--- config.mk ---
export PLATFORM = sky130hd
export DESIGN_NAME = i2c_master_transaction_sequencer
export DESIGN_NICKNAME = d
export VERILOG_FILES = /design/src/hdl/i2cseq_pkg.sv /design/src/hdl/i2cseq_core.sv /design/src/hdl/i2cseq_skid.sv /design/src/hdl/i2c_master_transaction_sequencer.sv
export SDC_FILE = /design/constraint.sdc
export NUM_CORES = 1
export LEC_CHECK = 0
export BUFFER_PORTS_ARGS = -buffer_cell sky130_fd_sc_hd__buf_2
export CORE_AREA = 2 2 114 116
export CTS_BUF_LIST = sky130_fd_sc_hd__clkbuf_4
export DETAILED_ROUTE_END_ITERATION = 7
export DIE_AREA = 0 0 116 118
export GPL_TIMING_DRIVEN = 0
export PLACE_DENSITY = 0.81
export SYNTH_ARGS = -nofsm -noshare
export SYNTH_HDL_FRONTEND = slang
export SYNTH_HIERARCHICAL = 1
export SYNTH_SLANG_ARGS = --single-unit
export TNS_END_PERCENT = 50
--- constraint.sdc ---
create_clock -name i_clk -period 5.33 [get_ports i_clk]
set_input_delay 1.066 -clock i_clk [delete_from_list [all_inputs] [get_ports i_clk]]
set_output_delay 1.066 -clock i_clk [all_outputs]
set_load 0.02 [all_outputs]
--- src/hdl/i2cseq_pkg.sv ---
// types and constants shared by the i2c transaction sequencer
package i2cseq_pkg;

    typedef enum logic [1:0] {
        OP_BEGIN  = 2'd0,
        OP_SUPPLY = 2'd1,
        OP_STEP   = 2'd2
    } t_op;

    typedef enum logic [2:0] {
        CMD_NONE    = 3'd0,
        CMD_START   = 3'd1,
        CMD_SEND    = 3'd2,
        CMD_RX_ACK  = 3'd3,
        CMD_RX_NACK = 3'd4,
        CMD_STOP    = 3'd5
    } t_cmd;

    typedef enum logic [1:0] {
        OC_OK  = 2'd0,
        OC_NAK = 2'd1,
        OC_ERR = 2'd2
    } t_outcome;

    typedef enum logic [3:0] {
        PH_IDLE    = 4'd0,
        PH_W_START = 4'd1,
        PH_W_ADDR  = 4'd2,
        PH_W_WAIT  = 4'd3,
        PH_W_DATA  = 4'd4,
        PH_R_START = 4'd5,
        PH_R_ADDR  = 4'd6,
        PH_R_ACK   = 4'd7,
        PH_R_NACK  = 4'd8
    } t_phase;

    localparam logic [7:0] ST_MASK       = 8'hf8;
    localparam logic [7:0] ST_START      = 8'h08;
    localparam logic [7:0] ST_RSTART     = 8'h10;
    localparam logic [7:0] ST_AW_ACK     = 8'h18;
    localparam logic [7:0] ST_AW_NAK     = 8'h20;
    localparam logic [7:0] ST_DW_ACK     = 8'h28;
    localparam logic [7:0] ST_DW_NAK     = 8'h30;
    localparam logic [7:0] ST_AR_ACK     = 8'h40;
    localparam logic [7:0] ST_AR_NAK     = 8'h48;
    localparam logic [7:0] ST_DR_ACK     = 8'h50;
    localparam logic [7:0] ST_DR_NAK     = 8'h58;
    localparam logic [7:0] ADDR_WR_MASK  = 8'hfe;

    typedef struct packed {
        logic [1:0]  operation;
        logic [7:0]  target_addr;
        logic [15:0] write_count;
        logic [15:0] read_count;
        logic [7:0]  write_byte;
        logic [7:0]  bus_status;
        logic [7:0]  received_byte;
    } t_in_item;

    typedef struct packed {
        logic [2:0] command;
        logic [7:0] tx_byte;
        logic       need_write_byte;
        logic       read_valid;
        logic [7:0] read_data;
        logic       done_res;
        logic [1:0] outcome;
        logic [7:0] final_code;
    } t_out_item;

endpackage

--- src/hdl/i2cseq_core.sv ---
// transaction state machine: phase, byte counters and result decode
module i2cseq_core #(
    parameter int COUNT_WIDTH = 16
) (
    input  logic                 i_clk,
    input  logic                 i_rst_n,
    input  logic                 i_accept,
    input  i2cseq_pkg::t_in_item i_item,
    output i2cseq_pkg::t_out_item o_result
);

    i2cseq_pkg::t_phase     r_phase, n_phase;
    logic [COUNT_WIDTH-1:0] r_btw, n_btw;
    logic [COUNT_WIDTH-1:0] r_btr, n_btr;
    logic                   r_wdf, n_wdf;
    logic [7:0]             r_taddr, n_taddr;

    logic [7:0]             st;
    logic [COUNT_WIDTH-1:0] wc;
    logic [COUNT_WIDTH-1:0] rc;
    logic [7:0]             rstart_code;

    assign st          = i_item.bus_status & i2cseq_pkg::ST_MASK;
    assign wc          = i_item.write_count[COUNT_WIDTH-1:0];
    assign rc          = i_item.read_count[COUNT_WIDTH-1:0];
    assign rstart_code = r_wdf ? i2cseq_pkg::ST_RSTART : i2cseq_pkg::ST_START;

    // next state
    always_comb begin
        n_phase = r_phase;
        n_btw   = r_btw;
        n_btr   = r_btr;
        n_wdf   = r_wdf;
        n_taddr = r_taddr;
        if (i_accept) begin
            unique case (i_item.operation)
                i2cseq_pkg::OP_BEGIN: begin
                    if (r_phase == i2cseq_pkg::PH_IDLE) begin
                        n_taddr = i_item.target_addr;
                        n_btw   = wc;
                        n_btr   = rc;
                        n_wdf   = 1'b0;
                        if (wc != '0) begin
                            n_phase = i2cseq_pkg::PH_W_START;
                        end else if (rc != '0) begin
                            n_phase = i2cseq_pkg::PH_R_START;
                        end
                    end
                end
                i2cseq_pkg::OP_SUPPLY: begin
                    if (r_phase == i2cseq_pkg::PH_W_WAIT) begin
                        n_btw   = r_btw - COUNT_WIDTH'(1);
                        n_phase = i2cseq_pkg::PH_W_DATA;
                    end
                end
                i2cseq_pkg::OP_STEP: begin
                    unique case (r_phase)
                        i2cseq_pkg::PH_W_START: begin
                            n_phase = (st == i2cseq_pkg::ST_START) ?
                                      i2cseq_pkg::PH_W_ADDR : i2cseq_pkg::PH_IDLE;
                        end
                        i2cseq_pkg::PH_W_ADDR, i2cseq_pkg::PH_W_DATA: begin
                            if ((r_phase == i2cseq_pkg::PH_W_ADDR &&
                                 st == i2cseq_pkg::ST_AW_ACK) ||
                                (r_phase == i2cseq_pkg::PH_W_DATA &&
                                 st == i2cseq_pkg::ST_DW_ACK)) begin
                                if (r_btw != '0) begin
                                    n_phase = i2cseq_pkg::PH_W_WAIT;
                                end else if (r_btr != '0) begin
                                    n_wdf   = 1'b1;
                                    n_phase = i2cseq_pkg::PH_R_START;
                                end else begin
                                    n_phase = i2cseq_pkg::PH_IDLE;
                                end
                            end else begin
                                n_phase = i2cseq_pkg::PH_IDLE;
                            end
                        end
                        i2cseq_pkg::PH_R_START: begin
                            n_phase = (st == rstart_code) ?
                                      i2cseq_pkg::PH_R_ADDR : i2cseq_pkg::PH_IDLE;
                        end
                        i2cseq_pkg::PH_R_ADDR, i2cseq_pkg::PH_R_ACK: begin
                            if ((r_phase == i2cseq_pkg::PH_R_ADDR &&
                                 st == i2cseq_pkg::ST_AR_ACK) ||
                                (r_phase == i2cseq_pkg::PH_R_ACK &&
                                 st == i2cseq_pkg::ST_DR_ACK)) begin
                                n_phase = (r_btr > COUNT_WIDTH'(1)) ?
                                          i2cseq_pkg::PH_R_ACK : i2cseq_pkg::PH_R_NACK;
                                n_btr   = r_btr - COUNT_WIDTH'(1);
                            end else begin
                                n_phase = i2cseq_pkg::PH_IDLE;
                            end
                        end
                        i2cseq_pkg::PH_R_NACK: begin
                            n_phase = i2cseq_pkg::PH_IDLE;
                        end
                        default: begin
                        end
                    endcase
                end
                default: begin
                end
            endcase
        end
    end

    // result decode
    always_comb begin
        o_result = '0;
        unique case (i_item.operation)
            i2cseq_pkg::OP_BEGIN: begin
                if (r_phase == i2cseq_pkg::PH_IDLE) begin
                    if (wc != '0 || rc != '0) begin
                        o_result.command = i2cseq_pkg::CMD_START;
                    end else begin
                        o_result.done_res = 1'b1;
                    end
                end
            end
            i2cseq_pkg::OP_SUPPLY: begin
                if (r_phase == i2cseq_pkg::PH_W_WAIT) begin
                    o_result.command = i2cseq_pkg::CMD_SEND;
                    o_result.tx_byte = i_item.write_byte;
                end
            end
            i2cseq_pkg::OP_STEP: begin
                unique case (r_phase)
                    i2cseq_pkg::PH_W_START, i2cseq_pkg::PH_R_START: begin
                        if (r_phase == i2cseq_pkg::PH_W_START &&
                            st == i2cseq_pkg::ST_START) begin
                            o_result.command = i2cseq_pkg::CMD_SEND;
                            o_result.tx_byte = r_taddr & i2cseq_pkg::ADDR_WR_MASK;
                        end else if (r_phase == i2cseq_pkg::PH_R_START &&
                                     st == rstart_code) begin
                            o_result.command = i2cseq_pkg::CMD_SEND;
                            o_result.tx_byte = r_taddr | 8'h01;
                        end else begin
                            o_result.done_res   = 1'b1;
                            o_result.outcome    = i2cseq_pkg::OC_ERR;
                            o_result.final_code = st;
                        end
                    end
                    i2cseq_pkg::PH_W_ADDR, i2cseq_pkg::PH_W_DATA: begin
                        if ((r_phase == i2cseq_pkg::PH_W_ADDR &&
                             st == i2cseq_pkg::ST_AW_ACK) ||
                            (r_phase == i2cseq_pkg::PH_W_DATA &&
                             st == i2cseq_pkg::ST_DW_ACK)) begin
                            if (r_btw != '0) begin
                                o_result.need_write_byte = 1'b1;
                            end else if (r_btr != '0) begin
                                o_result.command = i2cseq_pkg::CMD_START;
                            end else begin
                                o_result.command  = i2cseq_pkg::CMD_STOP;
                                o_result.done_res = 1'b1;
                            end
                        end else if ((r_phase == i2cseq_pkg::PH_W_ADDR &&
                                      st == i2cseq_pkg::ST_AW_NAK) ||
                                     (r_phase == i2cseq_pkg::PH_W_DATA &&
                                      st == i2cseq_pkg::ST_DW_NAK)) begin
                            o_result.command    = i2cseq_pkg::CMD_STOP;
                            o_result.done_res   = 1'b1;
                            o_result.outcome    = i2cseq_pkg::OC_NAK;
                            o_result.final_code = st;
                        end else begin
                            o_result.done_res   = 1'b1;
                            o_result.outcome    = i2cseq_pkg::OC_ERR;
                            o_result.final_code = st;
                        end
                    end
                    i2cseq_pkg::PH_R_ADDR, i2cseq_pkg::PH_R_ACK: begin
                        if ((r_phase == i2cseq_pkg::PH_R_ADDR &&
                             st == i2cseq_pkg::ST_AR_ACK) ||
                            (r_phase == i2cseq_pkg::PH_R_ACK &&
                             st == i2cseq_pkg::ST_DR_ACK)) begin
                            o_result.command = (r_btr > COUNT_WIDTH'(1)) ?
                                               i2cseq_pkg::CMD_RX_ACK :
                                               i2cseq_pkg::CMD_RX_NACK;
                            if (r_phase == i2cseq_pkg::PH_R_ACK) begin
                                o_result.read_valid = 1'b1;
                                o_result.read_data  = i_item.received_byte;
                            end
                        end else if (r_phase == i2cseq_pkg::PH_R_ADDR &&
                                     st == i2cseq_pkg::ST_AR_NAK) begin
                            o_result.command    = i2cseq_pkg::CMD_STOP;
                            o_result.done_res   = 1'b1;
                            o_result.outcome    = i2cseq_pkg::OC_NAK;
                            o_result.final_code = st;
                        end else begin
                            o_result.done_res   = 1'b1;
                            o_result.outcome    = i2cseq_pkg::OC_ERR;
                            o_result.final_code = st;
                        end
                    end
                    i2cseq_pkg::PH_R_NACK: begin
                        if (st == i2cseq_pkg::ST_DR_NAK) begin
                            o_result.command    = i2cseq_pkg::CMD_STOP;
                            o_result.done_res   = 1'b1;
                            o_result.read_valid = 1'b1;
                            o_result.read_data  = i_item.received_byte;
                        end else begin
                            o_result.done_res   = 1'b1;
                            o_result.outcome    = i2cseq_pkg::OC_ERR;
                            o_result.final_code = st;
                        end
                    end
                    default: begin
                    end
                endcase
            end
            default: begin
            end
        endcase
    end

    always_ff @(posedge i_clk) begin
        if (!i_rst_n) begin
            r_phase <= i2cseq_pkg::PH_IDLE;
            r_btw   <= '0;
            r_btr   <= '0;
            r_wdf   <= 1'b0;
            r_taddr <= '0;
        end else begin
            r_phase <= n_phase;
            r_btw   <= n_btw;
            r_btr   <= n_btr;
            r_wdf   <= n_wdf;
            r_taddr <= n_taddr;
        end
    end

endmodule

--- src/hdl/i2cseq_skid.sv ---
// two-entry output register with skid stage for result transactions
module i2cseq_skid (
    input  logic                  i_clk,
    input  logic                  i_rst_n,
    input  logic                  i_valid,
    output logic                  o_ready,
    input  i2cseq_pkg::t_out_item i_data,
    output logic                  o_valid,
    input  logic                  i_ready,
    output i2cseq_pkg::t_out_item o_data
);

    logic                  r_main_valid, n_main_valid;
    logic                  r_skid_valid, n_skid_valid;
    i2cseq_pkg::t_out_item r_main, n_main;
    i2cseq_pkg::t_out_item r_skid, n_skid;
    logic                  push;
    logic                  pop;

    assign o_ready = !r_skid_valid;
    assign o_valid = r_main_valid;
    assign o_data  = r_main;
    assign push    = i_valid && !r_skid_valid;
    assign pop     = r_main_valid && i_ready;

    always_comb begin
        n_main_valid = r_main_valid;
        n_skid_valid = r_skid_valid;
        n_main       = r_main;
        n_skid       = r_skid;
        if (pop) begin
            if (r_skid_valid) begin
                n_main       = r_skid;
                n_skid_valid = 1'b0;
            end else if (push) begin
                n_main = i_data;
            end else begin
                n_main_valid = 1'b0;
            end
        end else if (push) begin
            if (!r_main_valid) begin
                n_main       = i_data;
                n_main_valid = 1'b1;
            end else begin
                n_skid       = i_data;
                n_skid_valid = 1'b1;
            end
        end
    end

    always_ff @(posedge i_clk) begin
        if (!i_rst_n) begin
            r_main_valid <= 1'b0;
            r_skid_valid <= 1'b0;
        end else begin
            r_main_valid <= n_main_valid;
            r_skid_valid <= n_skid_valid;
        end
    end

    always_ff @(posedge i_clk) begin
        r_main <= n_main;
        r_skid <= n_skid;
    end

endmodule

--- src/hdl/i2c_master_transaction_sequencer.sv ---
// top level of the i2c master write-then-read transaction sequencer
//
// channel   direction  handshake                 payload
// in        input      i_in_valid / o_in_ready   i_in_data   (t_in_item)
// out       output     o_out_valid / i_out_ready o_out_data  (t_out_item)
//
// one result transaction per input transaction, held in the output register until taken
// an input transaction is taken every cycle while o_in_ready is high; the state machine updates in that cycle
// o_in_ready drops only when both output entries hold results not yet taken
// synchronous active-low reset returns the phase to idle and clears the counters
module i2c_master_transaction_sequencer #(
    parameter int COUNT_WIDTH = 16
) (
    input  logic                  i_clk,
    input  logic                  i_rst_n,
    input  logic                  i_in_valid,
    output logic                  o_in_ready,
    input  i2cseq_pkg::t_in_item  i_in_data,
    output logic                  o_out_valid,
    input  logic                  i_out_ready,
    output i2cseq_pkg::t_out_item o_out_data
);

    logic                  in_accept;
    i2cseq_pkg::t_out_item result;

    assign in_accept = i_in_valid && o_in_ready;

    i2cseq_core #(
        .COUNT_WIDTH(COUNT_WIDTH)
    ) u_core (
        .i_clk    (i_clk),
        .i_rst_n  (i_rst_n),
        .i_accept (in_accept),
        .i_item   (i_in_data),
        .o_result (result)
    );

    i2cseq_skid u_skid (
        .i_clk   (i_clk),
        .i_rst_n (i_rst_n),
        .i_valid (in_accept),
        .o_ready (o_in_ready),
        .i_data  (result),
        .o_valid (o_out_valid),
        .i_ready (i_out_ready),
        .o_data  (o_out_data)
    );

    a_accept_gives_result: assert property (@(posedge i_clk) disable iff (!i_rst_n)
        in_accept |=> o_out_valid)
        else $error("accepted transaction produced no result");

    a_full_means_valid: assert property (@(posedge i_clk) disable iff (!i_rst_n)
        !o_in_ready |-> o_out_valid)
        else $error("input stalled with no result pending");

    a_not_done_clean: assert property (@(posedge i_clk) disable iff (!i_rst_n)
        (o_out_valid && !o_out_data.done_res) |->
            (o_out_data.outcome == i2cseq_pkg::OC_OK && o_out_data.final_code == 8'd0))
        else $error("outcome or final code set on a non-final result");

    a_read_data_clean: assert property (@(posedge i_clk) disable iff (!i_rst_n)
        (o_out_valid && !o_out_data.read_valid) |-> (o_out_data.read_data == 8'd0))
        else $error("read data present without read valid");

endmodule

After elaboration in Yosys (flattened, before gate mapping)
Cells that the tools add are included.
Operators by class
  add/sub/neg operators: 2
  order comparisons: 1
  equal/unequal tests: 33
  muxes and demuxes: 76
  bitwise logic cells: 2
  reductions and logical operators: 41
Operators by type and width (number)
  2-to-1 mux 32 bit: 5
  2-to-1 mux 10 bit: 9
  2-to-1 mux 16 bit: 5
  case mux 16 bit (2 select lines): 2
  nonzero test 16 bit: 4
  case mux 11 bit (4 select lines): 1
  2-to-1 mux 11 bit: 3
  2-to-1 mux 4 bit: 8
  subtractor 16 x 1 -> 16 bit, second input constant: 2
  2-to-1 mux 3 bit: 10
  2-to-1 mux 9 bit: 3
  equality test 5 x 4 -> 1 bit, second input constant: 4
  case mux 4 bit (5 select lines): 1
  2-to-1 mux 1 bit: 19
  case mux 9 bit (2 select lines): 1
  equality test 4 x 3 -> 1 bit, second input constant: 4
  greater-than comparator 16 x 1 -> 1 bit, second input constant: 1
  case mux 8 bit (2 select lines): 1
  equality test 5 x 3 -> 1 bit, second input constant: 3
  logical AND 1 bit: 12
  != test 2 bit, second input constant: 6
  case mux 3 bit (4 select lines): 1
  case mux 4 bit (3 select lines): 1
  AND reduction 3 bit: 4
  other kinds (29): 45
Word-level totals
  register bits: 111
  bits of input ports: 70
  output and inout bits: 34
  logic and storage cells: 178

Longest topological paths before layout
  depth in word-level cells: 10
  gate-level depth with buffers: 10
  gate-level depth less buffers: 9

By module
The synthesis kept the hierarchy.
By module, submodules not included
  i2cseq_core: instances 1, cells each 487, area an instance 3574.7 µm², seq. area each 880.8 µm²
  i2cseq_skid: instances 1, cells each 114, area an instance 2558.7 µm², seq. area each 1961.9 µm²
  i2c_master_transaction_sequencer: instances 1, cells each 1, area an instance 6.3 µm², seq. area each 0.0 µm²

Worst setup path before layout
OpenSTA, ideal clock, no wires.
  kind: input-to-reg
  start: in i_in_valid
  end: reg u_skid.r_main (netlist bit u_skid/o_data[0]), enable pin
  library setup time: 0.461 ns
  arrival time: 3.755 ns
  required time: 4.869 ns
  path slack: 1.114 ns
  stages on the path: 4
  buffers on the path: 0
  path through: and2_1 -> nand2_1 -> ha_1 -> nor3_1
Between the ends
  longest elaborated chain between the ends: 4
  elaborated cells between the ends (all ways): 5
  those cells by class: 5 x reduce/logical
Ends and longest elaborated chain
  start: declaration: line i2c_master_transaction_sequencer.sv:16  | input logic i_in_valid,
  logical AND 1 bit (*): line i2c_master_transaction_sequencer.sv:27  | assign in_accept = i_in_valid && o_in_ready;
  logical AND 1 bit (*): line i2cseq_skid.sv:23  | assign push = i_valid && !r_skid_valid;
  nonzero test 2 bit (no source line)
  AND reduction 3 bit (no source line) (*)
  end signal: assignment: line i2cseq_skid.sv:62  | r_main <= n_main;
  end: declaration: line i2cseq_skid.sv:15  | i2cseq_pkg::t_out_item r_main, n_main;
Every way passes the cells marked *; elsewhere a longest branch is shown, timed or not.
A chain may end at the register's enable or synchronous reset.

Worst setup path after layout
  start: in i_in_data[13] (netlist name)
  end: reg u_core.r_btr[14]
Between the ends
  longest elaborated chain between the ends: 5
  elaborated cells between the ends (all ways): 7
  those cells by class: 3 x eq/ne; 4 x reduce/logical
Ends and longest elaborated chain
  start: declaration: line i2c_master_transaction_sequencer.sv:18  | input i2cseq_pkg::t_in_item i_in_data,
  equality test 5 x 4 -> 1 bit, on equally long branches: line i2cseq_core.sv:85, i2cseq_core.sv:87
  logical AND 1 bit, on equally long branches: line i2cseq_core.sv:84, i2cseq_core.sv:86
  logical OR 1 bit (*): line i2cseq_core.sv:85  | st == i2cseq_pkg::ST_AR_ACK) ||
  != test 2 x 1 -> 1 bit (no source line) (*)
  AND reduction 5 bit (no source line) (*)
  end signal: assignment: line i2cseq_core.sv:226  | r_btr <= n_btr;
  end: declaration: line i2cseq_core.sv:14  | logic [COUNT_WIDTH-1:0] r_btr, n_btr;
Marks and branches as above.

==> results.cfg <==
[timing]
tns_ps = 0
fin_skew_ps = 19.5
period_minus_slack_ps = 3070
worstMarginPinSlew_ps = 786
relSlewSlack_pct = 47.2
fin_crit_sh_pct = 57.7
rsz0062_at_grt = false
drv_slew = 0
hold_violations = 0
max_freq_ghz = 0.325
hold_ws_ps = 512
setup_violations = 0

[critical_path]
r2r_slack_ps = 2480
reg2reg_to = u_skid/o_data[31]
ff2ff_path_depth = 8
cp_data_arrival_time_ps = 3460
cpMaxStageDelayCell = o31ai_2
max_stage_delay_ps = 670
crit_required_ps = 5720
path_buf_inv = 2
crit_chain = buf_2 > nor3b_1 > nand4_1 > o31ai_2 > clkbuf_1 > nand3_1 > o21ai_0 > a21oi_1
end_kind = flip-flop
crit_path_start_kind = input pin
worstReg2RegStart = u_core/r_btw[4]
path_delay_family = simple AND/OR/NAND/NOR gates
critPathMaxFanout = 10
crit_type = input pin to flip-flop
worst-path-stages = 8

[clock_tree]
post_cts_resized = 0
path_clk_slew_ps = 180
cts_root_buf = clkbuf_4
postCtsHoldBufs = 0
cts.sinks = 110
htree_levels = 3
post-cts-setup-buffers = 0
clock_latency_ps = 500
cts_buffers = 9
cts_max_path_buffers = 2
cts_tree = done

[floorplanning]
die_h_um = 118
ioPinCount = 104
die-area_mm2 = 0.0137
fp.dieW_um = 116
initial_core_util_pct = 49.5
rows = 41
core_area_mm2 = 0.0124

[outcome]
status = finished clean

[routing]
avgViaCountPerCell = 5.86
routed_wl_um = 14700
dr.first_iter.drc_count = 610
wire_per_inst_um = 16.5
remaining_drc_errors = 0
antenna_left = 0
detail_route.first_pass.iterations = 5
vias = 5224

[grt]
grt_usage_pct = 21.8
antenna_found_initial = 0
grt_pass1_wl_um = 23800
grt_max_degree = 33
grt_pass1_vias = 4917
grt_overflow_total = 0

[min_path]
hold-path-cell-count = 2
hp-start = u_core/r_btr[10]
min_path_type = flip-flop to flip-flop
holdPathEnd = u_core/r_btr[10]

[synthesis]
syn-cell-area_mm2 = 0.00614
synthArstFlopShare_pct = 0
syn_inst = 602
yosysTopAreaCell = edfxtp_1
ys_top_cells_by_area = edfxtp_1, dfxtp_1, mux2_4, nor2_1, nor2b_1
yosysSeqAreaShare_pct = 46.3
avgSynthCellArea_um2 = 10.2
synth_warnings = 6
synthTopCellsByCount = edfxtp_1, nor2_1, dfxtp_1, nand2_1, a21oi_1
ys_seq_elements = 110
synth_edf_count = 64
synth_most_common_cell = edfxtp_1
synthFlopType = edfxtp_1
synth.distinct_cells = 76
netlist.area_leader.share_pct = 31.3

[pwr]
vdd_drop_max_v = 0.000129
p_per_area_mw_per_mm2 = 247
power_uw = 1730
leakage_uw = 0.00283

[placement]
gp_congestion = 0.936
dp_hpwl_um = 11100
placed_cells = 876
portBuffers = 98

[finish]
drive_gt1_share_pct = 23.6
final_cells = 891
multi_input_area_mm2 = 0.00304
seqCellArea_mm2 = 0.00284
fill_cells = 1103
diodes = 0
layout.nets = 794
synthToLayoutAreaGrowth_pct = 14.1

[job]
cap_violations = 0
## sequential cells by signal (all words and copies together), names as in the netlist
signal and count:
u_skid/r_skid_valid 1, u_core/r_wdf 1, u_skid/r_skid 32, u_skid/o_valid 1
u_core/r_taddr 7, u_skid/o_data 32, u_core/r_phase 4, u_core/r_btr 16
u_core/r_btw 16
## report_power, final
group / switching [µW] / internal, µW
Clock: 292 / 101
Combinational: 228 / 137
Sequential: 25.1 / 947
## cell families (layout without fill, tap and decap cells)
| group | Yosys count | count (layout) | share of synthesized area, % |
|---|---|---|---|
| muxes | 43 | 43 | 9.52 |
| and+or+nand+nor | 233 | 233 | 21.5 |
| buffers and inverters | 58 | 173 | 4.36 |
| DFF | 110 | 110 | 46.3 |
| adders and majority gates | 9 | 9 | 1.83 |
| xor gates and xnor gates | 2 | 2 | 0.285 |
| other | 1 | 3 | 0.0611 |
| AOI/OAI and AO/OA | 146 | 146 | 16.1 |
## stage by stage
stage / worst slack, ps / util [%] / area (µm²)
floorplan: 1110 / - / 6150
global placement: 155 / 55.2 / 6850
detailed placement: 1810 / 55.4 / 6880
CTS: 2350 / 56.4 / 7000
global route: 1990 / 56.4 / 7000
finish: 2260 / 56.4 / 7000
## worst max-delay path by stage
stage	end	startpoint
4_1_cts	u_core/r_btr[14]	i_in_data[13]
2_1_floorplan	u_skid/o_data[0]	i_in_valid
3_3_place_gp	u_skid/o_data[27]	i_in_valid
6_report	u_core/r_btr[14]	i_in_data[13]
5_1_grt	u_core/r_btr[14]	i_in_data[13]
3_5_place_dp	u_core/r_btr[14]	i_in_data[13]
## worst register-to-register path: stages, from the launching register on
cell and delay, ps:
dfxtp_1 380, or4_1 530, clkbuf_1 210, nor4_2 580
nor2b_1 290, nand2_1 70, and3_1 180, a211oi_1 320
mux2_2 210
## cells in the final DEF (no fill, tap or decap), types with 4 or more instances in the layout
cell type    n
inv_1       18
buf_2      100
nand2_1     38
edfxtp_1    64
a22oi_1      9
ha_1         9
and3_1      13
a31oi_1     12
or4_1        4
o21ai_1     18
clkbuf_4     9
nand3_1     11
or3_1        4
a41oi_1      4
nor3b_1      5
mux2_4      30
o21ai_0     18
clkbuf_1    29
buf_4        4
dfxtp_1     46
a21boi_1     4
mux2i_1     10
o21a_1      10
nand4_1      7
o221a_1      6
nor2_1      49
nor2b_1     27
nor3_1      19
and3b_1      4
and2_1      12
a21oi_1     31
o221ai_1     6
nor4_1      11
## layout make-up
class | count | area share, %
Inverter | 19 | 1.21
Clock inverter | 6 | 0.768
Clock buffer | 9 | 0.965
Sequential cell | 110 | 40.6
Timing Repair Buffer | 100 | 7.33
Tap cell | 172 | 3.07
Buffer | 39 | 2.61
Multi-Input combinational cell | 436 | 43.5
## metal layers
metal,up-vias,GRT usage [%],routed length [µm]
li1,2482,-,-
met1,2433,29.0,6230
met2,274,35.2,6940
met3,35,3.14,1140
met4,0,9.38,359
met5,-,0,0
(Power assumes the default switching activity.)
